[src/fpa_pkg.sv]
`default_nettype none
// ----------------------------------------------------------------------------
// fpa_pkg: shared types and constants of the Q-format arithmetic unit
// Operation codes, entry format between front and back, divider step.
// ----------------------------------------------------------------------------
package fpa_pkg;

    localparam int WORD_W      = 16;
    localparam int PROD_W      = 2 * WORD_W;
    localparam int FUNC_W      = 3;
    localparam int FRAC_W      = 4;
    localparam logic [FRAC_W-1:0] FRAC_MIN   = FRAC_W'(1);
    localparam logic [FRAC_W-1:0] FRAC_MAX   = FRAC_W'(WORD_W - 2);
    localparam logic [FRAC_W-1:0] FRAC_RESET = FRAC_W'(8);

    // dividend magnitude is |a| shifted left by at most WORD_W-2
    localparam int NUM_W       = 2 * WORD_W - 2;
    localparam int REM_W       = WORD_W + 1;
    localparam int DIV_STEPS   = 2;
    localparam int DIV_STAGES  = NUM_W / DIV_STEPS;

    localparam int QUEUE_DEPTH = 2;
    localparam int QPTR_W      = $clog2(QUEUE_DEPTH);
    localparam int QCNT_W      = $clog2(QUEUE_DEPTH + 1);

    typedef enum logic [FUNC_W-1:0] {
        FUNC_ADD,
        FUNC_SUB,
        FUNC_MUL,
        FUNC_DIV,
        FUNC_RND,
        FUNC_FROM_INT
    } func_t;

    // work left for the back end
    typedef enum logic [1:0] {
        CLS_DONE,
        CLS_MUL,
        CLS_DIV
    } cls_t;

    typedef struct packed {
        cls_t              cls;
        logic [FRAC_W-1:0] frac;
        logic [WORD_W-1:0] a;
        logic [WORD_W-1:0] b;
        logic [WORD_W-1:0] res;
        logic              dz;
    } op_entry_t;

    typedef struct packed {
        logic [REM_W-1:0] rem;
        logic [NUM_W-1:0] nq;   // dividend bits shift out on top, quotient bits in below
    } div_work_t;

    typedef struct packed {
        cls_t              cls;
        logic [FRAC_W-1:0] frac;
        logic              neg;
        logic [WORD_W-1:0] den;
        div_work_t         work;
        logic [WORD_W-1:0] res;
        logic              dz;
    } stage_t;

    // one restoring division step
    function automatic div_work_t div_step(div_work_t w, logic [WORD_W-1:0] den);
        logic [REM_W-1:0] sh;
        div_work_t        o;
        sh = {w.rem[REM_W-2:0], w.nq[NUM_W-1]};
        if (sh >= {1'b0, den}) begin
            o.rem = sh - {1'b0, den};
            o.nq  = {w.nq[NUM_W-2:0], 1'b1};
        end else begin
            o.rem = sh;
            o.nq  = {w.nq[NUM_W-2:0], 1'b0};
        end
        return o;
    endfunction

endpackage
`default_nettype wire

[src/fpa_front.sv]
`default_nettype none
// ----------------------------------------------------------------------------
// fpa_front: operation intake and classification
// Holds the fraction count, takes transactions, finishes the simple
// operations and tags multiply and divide for the back end.
// ----------------------------------------------------------------------------
module fpa_front (
    input  wire logic                                aclk,
    input  wire logic                                aresetn,
    input  wire logic                                cfg_we,
    input  wire logic [fpa_pkg::FRAC_W-1:0]          cfg_wdata,
    input  wire logic                                s_valid,
    output logic                                     s_ready,
    input  wire logic [fpa_pkg::FUNC_W-1:0]          s_func,
    input  wire logic signed [fpa_pkg::WORD_W-1:0]   s_operand_a,
    input  wire logic signed [fpa_pkg::WORD_W-1:0]   s_operand_b,
    output logic                                     ent_valid,
    input  wire logic                                ent_ready,
    output fpa_pkg::op_entry_t                       ent
);

    logic [fpa_pkg::FRAC_W-1:0] frac_reg;
    logic [fpa_pkg::FRAC_W-1:0] eff_frac;
    logic                       vld_reg;
    logic                       vld_next;
    fpa_pkg::op_entry_t         ent_reg;
    fpa_pkg::op_entry_t         ent_next;
    logic signed [fpa_pkg::WORD_W-1:0] a_shr;
    logic                       half;
    logic                       s_fire;

    always_comb begin
        eff_frac = frac_reg;
        if (frac_reg < fpa_pkg::FRAC_MIN) begin
            eff_frac = fpa_pkg::FRAC_MIN;
        end else if (frac_reg > fpa_pkg::FRAC_MAX) begin
            eff_frac = fpa_pkg::FRAC_MAX;
        end
    end

    assign s_ready = !vld_reg || ent_ready;
    assign s_fire  = s_valid && s_ready;

    // round half up: floor(a / 2^f) plus the first dropped bit
    assign a_shr = s_operand_a >>> eff_frac;
    assign half  = s_operand_a[eff_frac - fpa_pkg::FRAC_W'(1)];

    always_comb begin
        ent_next.cls  = fpa_pkg::CLS_DONE;
        ent_next.frac = eff_frac;
        ent_next.a    = s_operand_a;
        ent_next.b    = s_operand_b;
        ent_next.res  = '0;
        ent_next.dz   = 1'b0;
        case (fpa_pkg::func_t'(s_func))
            fpa_pkg::FUNC_ADD: begin
                ent_next.res = s_operand_a + s_operand_b;
            end
            fpa_pkg::FUNC_SUB: begin
                ent_next.res = s_operand_a - s_operand_b;
            end
            fpa_pkg::FUNC_MUL: begin
                ent_next.cls = fpa_pkg::CLS_MUL;
            end
            fpa_pkg::FUNC_DIV: begin
                if (s_operand_b == '0) begin
                    ent_next.dz = 1'b1;
                end else begin
                    ent_next.cls = fpa_pkg::CLS_DIV;
                end
            end
            fpa_pkg::FUNC_RND: begin
                ent_next.res = a_shr + fpa_pkg::WORD_W'(half);
            end
            fpa_pkg::FUNC_FROM_INT: begin
                ent_next.res = s_operand_a << eff_frac;
            end
            default: begin
                ent_next.res = '0;
            end
        endcase
    end

    always_comb begin
        vld_next = vld_reg;
        if (s_fire) begin
            vld_next = 1'b1;
        end else if (ent_ready) begin
            vld_next = 1'b0;
        end
    end

    always_ff @(posedge aclk) begin
        if (!aresetn) begin
            frac_reg <= fpa_pkg::FRAC_RESET;
            vld_reg  <= 1'b0;
        end else begin
            if (cfg_we) begin
                frac_reg <= cfg_wdata;
            end
            vld_reg <= vld_next;
        end
    end

    always_ff @(posedge aclk) begin
        if (s_fire) begin
            ent_reg <= ent_next;
        end
    end

    assign ent_valid = vld_reg;
    assign ent       = ent_reg;

    a_dz_done : assert property (@(posedge aclk) disable iff (!aresetn)
        vld_reg && ent_reg.dz |-> ent_reg.cls == fpa_pkg::CLS_DONE && ent_reg.res == '0)
        else $error("zero divisor entry carries work or a nonzero result");

endmodule
`default_nettype wire

[src/fpa_queue.sv]
`default_nettype none
// ----------------------------------------------------------------------------
// fpa_queue: decoupling queue between front and back
// Small first-in first-out buffer of classified entries.
// ----------------------------------------------------------------------------
module fpa_queue (
    input  wire logic               aclk,
    input  wire logic               aresetn,
    input  wire logic               push_valid,
    output logic                    push_ready,
    input  wire fpa_pkg::op_entry_t push_entry,
    output logic                    pop_valid,
    input  wire logic               pop_ready,
    output fpa_pkg::op_entry_t      pop_entry
);

    fpa_pkg::op_entry_t           mem_reg [fpa_pkg::QUEUE_DEPTH];
    logic [fpa_pkg::QPTR_W-1:0]   wr_ptr_reg;
    logic [fpa_pkg::QPTR_W-1:0]   wr_ptr_next;
    logic [fpa_pkg::QPTR_W-1:0]   rd_ptr_reg;
    logic [fpa_pkg::QPTR_W-1:0]   rd_ptr_next;
    logic [fpa_pkg::QCNT_W-1:0]   cnt_reg;
    logic [fpa_pkg::QCNT_W-1:0]   cnt_next;
    logic                         push;
    logic                         pop;

    localparam logic [fpa_pkg::QPTR_W-1:0] PTR_LAST = fpa_pkg::QPTR_W'(fpa_pkg::QUEUE_DEPTH - 1);
    localparam logic [fpa_pkg::QCNT_W-1:0] CNT_FULL = fpa_pkg::QCNT_W'(fpa_pkg::QUEUE_DEPTH);

    assign push_ready = cnt_reg != CNT_FULL;
    assign pop_valid  = cnt_reg != '0;
    assign push       = push_valid && push_ready;
    assign pop        = pop_valid && pop_ready;
    assign pop_entry  = mem_reg[rd_ptr_reg];

    always_comb begin
        wr_ptr_next = wr_ptr_reg;
        rd_ptr_next = rd_ptr_reg;
        cnt_next    = cnt_reg;
        if (push) begin
            wr_ptr_next = (wr_ptr_reg == PTR_LAST) ? '0 : wr_ptr_reg + 1'b1;
        end
        if (pop) begin
            rd_ptr_next = (rd_ptr_reg == PTR_LAST) ? '0 : rd_ptr_reg + 1'b1;
        end
        if (push && !pop) begin
            cnt_next = cnt_reg + 1'b1;
        end else if (pop && !push) begin
            cnt_next = cnt_reg - 1'b1;
        end
    end

    always_ff @(posedge aclk) begin
        if (!aresetn) begin
            wr_ptr_reg <= '0;
            rd_ptr_reg <= '0;
            cnt_reg    <= '0;
        end else begin
            wr_ptr_reg <= wr_ptr_next;
            rd_ptr_reg <= rd_ptr_next;
            cnt_reg    <= cnt_next;
        end
    end

    always_ff @(posedge aclk) begin
        if (push) begin
            mem_reg[wr_ptr_reg] <= push_entry;
        end
    end

    a_cnt_range : assert property (@(posedge aclk) disable iff (!aresetn)
        cnt_reg <= CNT_FULL)
        else $error("queue fill count out of range");

    a_cnt_grow : assert property (@(posedge aclk) disable iff (!aresetn)
        push && !pop |=> cnt_reg == $past(cnt_reg) + 1'b1)
        else $error("queue fill count did not follow a push");

endmodule
`default_nettype wire

[src/fpa_back.sv]
`default_nettype none
// ----------------------------------------------------------------------------
// fpa_back: execution pipeline
// Operand prep and multiply, pipelined restoring divider, sign fix-up and
// output register. Simple results ride along to keep order.
// ----------------------------------------------------------------------------
module fpa_back (
    input  wire logic                              aclk,
    input  wire logic                              aresetn,
    input  wire logic                              in_valid,
    output logic                                   in_ready,
    input  wire fpa_pkg::op_entry_t                in_entry,
    output logic                                   m_valid,
    input  wire logic                              m_ready,
    output logic signed [fpa_pkg::WORD_W-1:0]      m_result,
    output logic                                   m_div_by_zero
);

    localparam int LAST = fpa_pkg::DIV_STAGES;

    fpa_pkg::stage_t                    stg_reg [LAST + 1];
    fpa_pkg::stage_t                    stg0_next;
    logic [LAST:0]                      vld_reg;
    logic                               out_vld_reg;
    logic [fpa_pkg::WORD_W-1:0]         out_res_reg;
    logic [fpa_pkg::WORD_W-1:0]         out_res_next;
    logic                               out_dz_reg;
    logic signed [fpa_pkg::PROD_W-1:0]  prod_reg;
    logic signed [fpa_pkg::PROD_W-1:0]  prod_next;
    logic signed [fpa_pkg::PROD_W-1:0]  prod_shr;
    logic [fpa_pkg::WORD_W-1:0]         mul_res;
    logic [fpa_pkg::WORD_W-1:0]         a_mag;
    logic [fpa_pkg::WORD_W-1:0]         b_mag;
    logic [fpa_pkg::WORD_W-1:0]         quo;
    logic                               adv;

    // the whole pipeline moves unless a finished result is held
    assign adv      = !out_vld_reg || m_ready;
    assign in_ready = adv;

    // stage 0: magnitudes, shifted dividend, full product
    assign a_mag     = in_entry.a[fpa_pkg::WORD_W-1] ? -in_entry.a : in_entry.a;
    assign b_mag     = in_entry.b[fpa_pkg::WORD_W-1] ? -in_entry.b : in_entry.b;
    assign prod_next = $signed(in_entry.a) * $signed(in_entry.b);

    always_comb begin
        stg0_next.cls      = in_entry.cls;
        stg0_next.frac     = in_entry.frac;
        stg0_next.neg      = in_entry.a[fpa_pkg::WORD_W-1] ^ in_entry.b[fpa_pkg::WORD_W-1];
        stg0_next.den      = b_mag;
        stg0_next.work.rem = '0;
        stg0_next.work.nq  = fpa_pkg::NUM_W'(a_mag) << in_entry.frac;
        stg0_next.res      = in_entry.res;
        stg0_next.dz       = in_entry.dz;
    end

    always_ff @(posedge aclk) begin
        if (adv) begin
            stg_reg[0] <= stg0_next;
            prod_reg   <= prod_next;
        end
    end

    assign prod_shr = prod_reg >>> stg_reg[0].frac;
    assign mul_res  = prod_shr[fpa_pkg::WORD_W-1:0];

    // divider stages, two quotient bits each; the first also scales the product
    for (genvar k = 1; k <= LAST; k++) begin : g_div
        fpa_pkg::stage_t stage_next;

        always_comb begin
            stage_next = stg_reg[k-1];
            for (int i = 0; i < fpa_pkg::DIV_STEPS; i++) begin
                stage_next.work = fpa_pkg::div_step(stage_next.work, stage_next.den);
            end
            if (k == 1 && stg_reg[k-1].cls == fpa_pkg::CLS_MUL) begin
                stage_next.res = mul_res;
            end
        end

        always_ff @(posedge aclk) begin
            if (adv) begin
                stg_reg[k] <= stage_next;
            end
        end
    end

    // only the low word of the quotient survives the wrap
    assign quo = stg_reg[LAST].work.nq[fpa_pkg::WORD_W-1:0];

    always_comb begin
        out_res_next = stg_reg[LAST].res;
        if (stg_reg[LAST].cls == fpa_pkg::CLS_DIV) begin
            out_res_next = stg_reg[LAST].neg ? -quo : quo;
        end
    end

    always_ff @(posedge aclk) begin
        if (!aresetn) begin
            vld_reg     <= '0;
            out_vld_reg <= 1'b0;
        end else if (adv) begin
            vld_reg     <= {vld_reg[LAST-1:0], in_valid};
            out_vld_reg <= vld_reg[LAST];
        end
    end

    always_ff @(posedge aclk) begin
        if (adv) begin
            out_res_reg <= out_res_next;
            out_dz_reg  <= stg_reg[LAST].dz;
        end
    end

    assign m_valid       = out_vld_reg;
    assign m_result      = out_res_reg;
    assign m_div_by_zero = out_dz_reg;

    a_dz_zero : assert property (@(posedge aclk) disable iff (!aresetn)
        out_vld_reg && out_dz_reg |-> out_res_reg == '0)
        else $error("zero divisor result is not zero");

    a_pipe_move : assert property (@(posedge aclk) disable iff (!aresetn)
        adv |=> out_vld_reg == $past(vld_reg[LAST]))
        else $error("output valid lost or invented on advance");

endmodule
`default_nettype wire

[src/fixed_point_alu_q16.sv]
`default_nettype none
// ----------------------------------------------------------------------------
// fixed_point_alu_q16: 16-bit signed Q-format arithmetic unit
// Add, subtract, multiply, divide, round to integer and convert from
// integer with a configurable fraction count; all results wrap.
// ----------------------------------------------------------------------------
//  channel  | ports                                      | direction
//  ---------+--------------------------------------------+----------
//  input    | s_valid s_ready s_func s_operand_a/b       | in
//  result   | m_valid m_ready m_result m_div_by_zero     | out
//  config   | cfg_we cfg_wdata (fraction count)          | in
//
// one transaction per cycle sustained while m_ready is high, in any mix of operations
// results pass through the front register, queue, operand prep, 15 divider
// stages of two quotient bits each, and the output register
// every operation runs the full divider pipeline so results leave in order
// a held result stalls the back end; the queue lets the front keep taking
// no clearing pass after reset; fraction count resets to 8
// ----------------------------------------------------------------------------
module fixed_point_alu_q16 (
    input  wire logic                               aclk,
    input  wire logic                               aresetn,
    input  wire logic                               cfg_we,
    input  wire logic [fpa_pkg::FRAC_W-1:0]         cfg_wdata,
    input  wire logic                               s_valid,
    output logic                                    s_ready,
    input  wire logic [fpa_pkg::FUNC_W-1:0]         s_func,
    input  wire logic signed [fpa_pkg::WORD_W-1:0]  s_operand_a,
    input  wire logic signed [fpa_pkg::WORD_W-1:0]  s_operand_b,
    output logic                                    m_valid,
    input  wire logic                               m_ready,
    output logic signed [fpa_pkg::WORD_W-1:0]       m_result,
    output logic                                    m_div_by_zero
);

    logic               fq_valid;
    logic               fq_ready;
    fpa_pkg::op_entry_t fq_entry;
    logic               qb_valid;
    logic               qb_ready;
    fpa_pkg::op_entry_t qb_entry;

    fpa_front u_front (
        .aclk        (aclk),
        .aresetn     (aresetn),
        .cfg_we      (cfg_we),
        .cfg_wdata   (cfg_wdata),
        .s_valid     (s_valid),
        .s_ready     (s_ready),
        .s_func      (s_func),
        .s_operand_a (s_operand_a),
        .s_operand_b (s_operand_b),
        .ent_valid   (fq_valid),
        .ent_ready   (fq_ready),
        .ent         (fq_entry)
    );

    fpa_queue u_queue (
        .aclk       (aclk),
        .aresetn    (aresetn),
        .push_valid (fq_valid),
        .push_ready (fq_ready),
        .push_entry (fq_entry),
        .pop_valid  (qb_valid),
        .pop_ready  (qb_ready),
        .pop_entry  (qb_entry)
    );

    fpa_back u_back (
        .aclk          (aclk),
        .aresetn       (aresetn),
        .in_valid      (qb_valid),
        .in_ready      (qb_ready),
        .in_entry      (qb_entry),
        .m_valid       (m_valid),
        .m_ready       (m_ready),
        .m_result      (m_result),
        .m_div_by_zero (m_div_by_zero)
    );

endmodule
`default_nettype wire
[config.mk]
export PLATFORM = sky130hd
export DESIGN_NAME = fixed_point_alu_q16
export DESIGN_NICKNAME = d
export VERILOG_FILES = /design/src/fpa_pkg.sv /design/src/fpa_front.sv /design/src/fpa_queue.sv /design/src/fpa_back.sv /design/src/fixed_point_alu_q16.sv
export SDC_FILE = /design/constraint.sdc
export NUM_CORES = 2
export LEC_CHECK = 0
export BUFFER_PORTS_ARGS = -buffer_cell sky130_fd_sc_hd__buf_2
export CELL_PAD_IN_SITES_DETAIL_PLACEMENT = 1
export CELL_PAD_IN_SITES_GLOBAL_PLACEMENT = 1
export CORE_ASPECT_RATIO = 0.6
export CORE_MARGIN = 2
export CORE_UTILIZATION = 48
export DETAILED_ROUTE_END_ITERATION = 10
export GPL_TIMING_DRIVEN = 0
export PLACE_DENSITY = 0.85
export SLEW_MARGIN = 20
export SYNTH_ARGS = -nofsm -noshare
export SYNTH_HDL_FRONTEND = slang
export SYNTH_SLANG_ARGS = --single-unit
[constraint.sdc]
create_clock -name aclk -period 33.6 [get_ports aclk]
set_input_delay 1.68 -clock aclk [delete_from_list [all_inputs] [get_ports aclk]]
set_output_delay 1.68 -clock aclk [all_outputs]
set_load 0.01 [all_outputs]
==> out/metrics.csv <==
stage;metric;value;unit
timing;final.period_utilization;35.3;%
cts;cts-htree-levels;4;
detailed_routing;aggregate_routed_wire_length;256000;µm
detailed_routing;detail_route.wl_per_cell;25.9;µm
timing;rsz_0062_raised_after_global_routing;no;
cts;path_clk_slew;70;ps
timing;tns;0;ps
cts;cts_sink_count;1340;
finish;post_route_cells_drive_above_1_share;10.2;%
global_routing;grt_start_max_net_pins;106;
synthesis;yosys.cell_types.count;94;
floorplan;floorplan.die.width;544;µm
synthesis;post-synth-top-area-cell;sky130_fd_sc_hd__edfxtp_1;
finish;nets_final;8367;
synthesis;ys_top_cells_by_area;sky130_fd_sc_hd__edfxtp_1 47%, sky130_fd_sc_hd__ha_1 8.5%, sky130_fd_sc_hd__fa_1 6.8%;
setup_path;cp_max_fo;10;
synthesis;post_synth_edffs;1313;
synthesis;post-synth-top-count-cell;sky130_fd_sc_hd__edfxtp_1;
cts;cts_post_setup_buffers_inserted;0;
global_routing;first_global_vias;63200;
synthesis;netlist_area;0.0840;mm²
timing;finClkSkew;91.0;ps
global_routing;globalRouteTotalUtil;28.3;%
synthesis;ys.flop_type;sky130_fd_sc_hd__edfxtp_1;
setup_path;worst_r2r_path_depth;29;
setup_path;regToRegEndpoint;u_back.prod_reg[30];
place;post-dp-hpwl;191000;µm
floorplan;die_height;328;µm
synthesis;synth-seq-area-share;47.6;%
detailed_routing;drtAntennaViolNets;0;
synthesis;yosysTopAreaCellShare;46.9;%
timing;final_critical_path_setup_slack;21750;ps
synthesis;synth_area_per_cell;11.6;µm²
setup_path;critical-path-top-cell-by-count;sky130_fd_sc_hd__fa_1;
timing;slew_headroom;22.1;%
synthesis;postSynthCellCount;7250;
detailed_routing;detail_route.vias_per_cell;6.16;
flow_run;maxCapViolCount;0;
synthesis;yosys_register_bits;1340;
detailed_routing;drc;0;
setup_path;worstPathRequired;34130;ps
finish;area.growth.synth_to_final;9.78;%
setup_path;path_class;reg -> reg;
cts;tritoncts;built;
setup_path;critPathSlowestCell;sky130_fd_sc_hd__mux2i_1;
place;detailedPlace.worstSlack;22130;ps
timing;finalCriticalPeriod;11850;ps
timing;report.final.hold_viol_count;0;
place;count_of_buffers_inserted_at_the_top_level_ports;61;
global_routing;grt_antenna_before_repair;6;
timing;setup_viol;0;
synthesis;top_cell_types_by_occurrence_after_synthesis;1313 x sky130_fd_sc_hd__edfxtp_1, 751 x sky130_fd_sc_hd__inv_1, 569 x sky130_fd_sc_hd__ha_1, 504 x sky130_fd_sc_hd__nor2_1, 443 x sky130_fd_sc_hd__nand2_1;
setup_path;worst_setup_path_endpoint;u_back.prod_reg[30];
status;status;finished clean;
finish;finish.utilization;53.2;%
cts;hold_buffers;0;
setup_path;critPathLaunchType;register;
setup_path;endpoint_kind;register;
floorplan;placeable_core_area;0.173;mm²
setup_path;critical-path-max-stage-delay;920;ps
cts;clock_tree.root_cell;sky130_fd_sc_hd__clkbuf_16;
detailed_routing;drtIter0Drc;6391;
setup_path;reg2reg_setup_slack;21750;ps
synthesis;synthArstFlopShare;0;%
floorplan;dieArea;0.178;mm²
cts;cts_resized;0;
place;gp_congestion;0.955;
floorplan;initial_utilization;48.5;%
floorplan;floorplan.io_pins;63;
finish;final-instance-count-excl-fill;9901;
detailed_routing;detailedRoute.firstPassIterationCount;6;
finish;number_of_flip_flops_in_the_largest_register;1100;
cts;tritoncts.num_buffers;138;
timing;worst_pin_slew;1150;ps
finish;fillCellCount;18100;
global_routing;first_pass_grt_wire_length;389000;µm
timing;final_max_slew_violation_count;0;
cts;cts_max_path_buffers;4;
synthesis;synth_warnings;0;
global_routing;grt_overflow_total;0;
min_path;worstHoldPathType;reg -> reg;
place;dpl.cell_count;9669;
floorplan;core.rowCount;118;
timing;fmax;84.4;MHz
detailed_routing;detailroute.via_count;61000;
synthesis;synthesis.nets;8148;
cts;clock_latency;840;ps
setup_path;critical_path_arrival;12380;ps
[area by class of cell]
| cell class | count | area, µm² | area share, % |
|---|---|---|---|
| Clock buffer | 159 | 3620 | 3.92 |
| Tap cell | 2340 | 2930 | 3.17 |
| Timing Repair Buffer | 79 | 773 | 0.839 |
| Antenna cell | 1 | 2.50 | 0.00271 |
| Clock inverter | 72 | 792 | 0.859 |
| Multi-Input combinational cell | 4971 | 40500 | 44.0 |
| Buffer | 182 | 751 | 0.814 |
| Inverter | 757 | 2840 | 3.08 |
| Sequential cell | 1340 | 40000 | 43.3 |
[cell families (layout without fill, tap and decap cells)]
| family | after synthesis | after routing | synth area share [%] |
|---|---|---|---|
| flip-flops | 1340 | 1340 | 47.6 |
| multiplexers | 588 | 588 | 7.84 |
| adder cells (fa/ha/maj) | 854 | 854 | 15.3 |
| AND/OR/NAND/NOR | 1763 | 1763 | 10.0 |
| XOR/XNOR | 423 | 423 | 4.41 |
| buffers and inverters | 939 | 1249 | 4.26 |
| other | 0 | 1 | 0 |
| AO/OA/AOI/OAI | 1343 | 1343 | 10.6 |
[cells in the final DEF (no fill, tap or decap), types with 41 or more instances in the layout]
cell,Yosys,layout
sky130_fd_sc_hd__clkbuf_1,132,147
sky130_fd_sc_hd__inv_1,751,751
sky130_fd_sc_hd__a21oi_1,348,348
sky130_fd_sc_hd__mux2_2,345,345
sky130_fd_sc_hd__nand2b_1,71,71
sky130_fd_sc_hd__nor3_1,160,160
sky130_fd_sc_hd__ha_1,569,569
sky130_fd_sc_hd__fa_1,285,285
sky130_fd_sc_hd__nand3_1,109,109
sky130_fd_sc_hd__nor2b_1,106,106
sky130_fd_sc_hd__buf_2,25,86
sky130_fd_sc_hd__o21ai_0,286,286
sky130_fd_sc_hd__nor2_1,504,503
sky130_fd_sc_hd__and3_1,44,43
sky130_fd_sc_hd__xor2_1,116,116
sky130_fd_sc_hd__clkbuf_16,0,141
sky130_fd_sc_hd__edfxtp_1,1313,1313
sky130_fd_sc_hd__a211oi_1,61,61
sky130_fd_sc_hd__o21a_1,81,81
sky130_fd_sc_hd__nand4_1,100,100
sky130_fd_sc_hd__and2_1,48,47
sky130_fd_sc_hd__or3_1,61,61
sky130_fd_sc_hd__a31oi_1,41,41
sky130_fd_sc_hd__mux2i_1,204,184
sky130_fd_sc_hd__nand2_1,443,443
sky130_fd_sc_hd__xnor2_1,307,307
sky130_fd_sc_hd__a21o_1,116,116
sky130_fd_sc_hd__o21bai_1,45,45
[per-layer routing]
metal / vias to the layer above / global-route usage, % / wire [µm]
met3: 494 / 5.80 / 23300
met2: 2699 / 41.9 / 109000
met5: - / 0 / 37
met1: 31000 / 42.3 / 117000
li1: 26800 / - / -
met4: 6 / 7.29 / 6710
[critical path: cells and delay by family, from the launching register on]
kind                     cells  cell delay [ps]
buffers and inverters       11             3730
adder cells (fa/ha/maj)      7             3500
AO/OA/AOI/OAI                8             2810
multiplexers                 1              920
flip-flops                   1              320
AND/OR/NAND/NOR              1              160
XOR/XNOR                     1               80
[worst min-delay path by stage]
stage | from | end | slack [ps] | cells past startpoint
4_1_cts | u_back.stg_reg[1][460] | u_back.stg_reg[1][549] | 390 | 0
6_report | u_back.stg_reg[1][460] | u_back.stg_reg[1][549] | 380 | 0
5_1_grt | u_back.stg_reg[1][460] | u_back.stg_reg[1][549] | 390 | 0
3_3_place_gp | u_back.stg_reg[1][434] | u_back.stg_reg[1][521] | 400 | 0
2_1_floorplan | u_back.stg_reg[1][609] | u_back.m_div_by_zero | 400 | 0
3_5_place_dp | u_back.stg_reg[1][348] | u_back.stg_reg[1][435] | 410 | 0
[metrics by stage]
step	hold slack (ps)	instance area, µm²
after CTS	386	92200
after floorplan	400	84000
final	384	92200
after global placement	401	87200
after detailed placement	405	87800
after global routing	387	92200
Power is left out: the tool's default activity adds up to more than one toggle a clock period on the data nets, which glitch-free logic cannot reach.
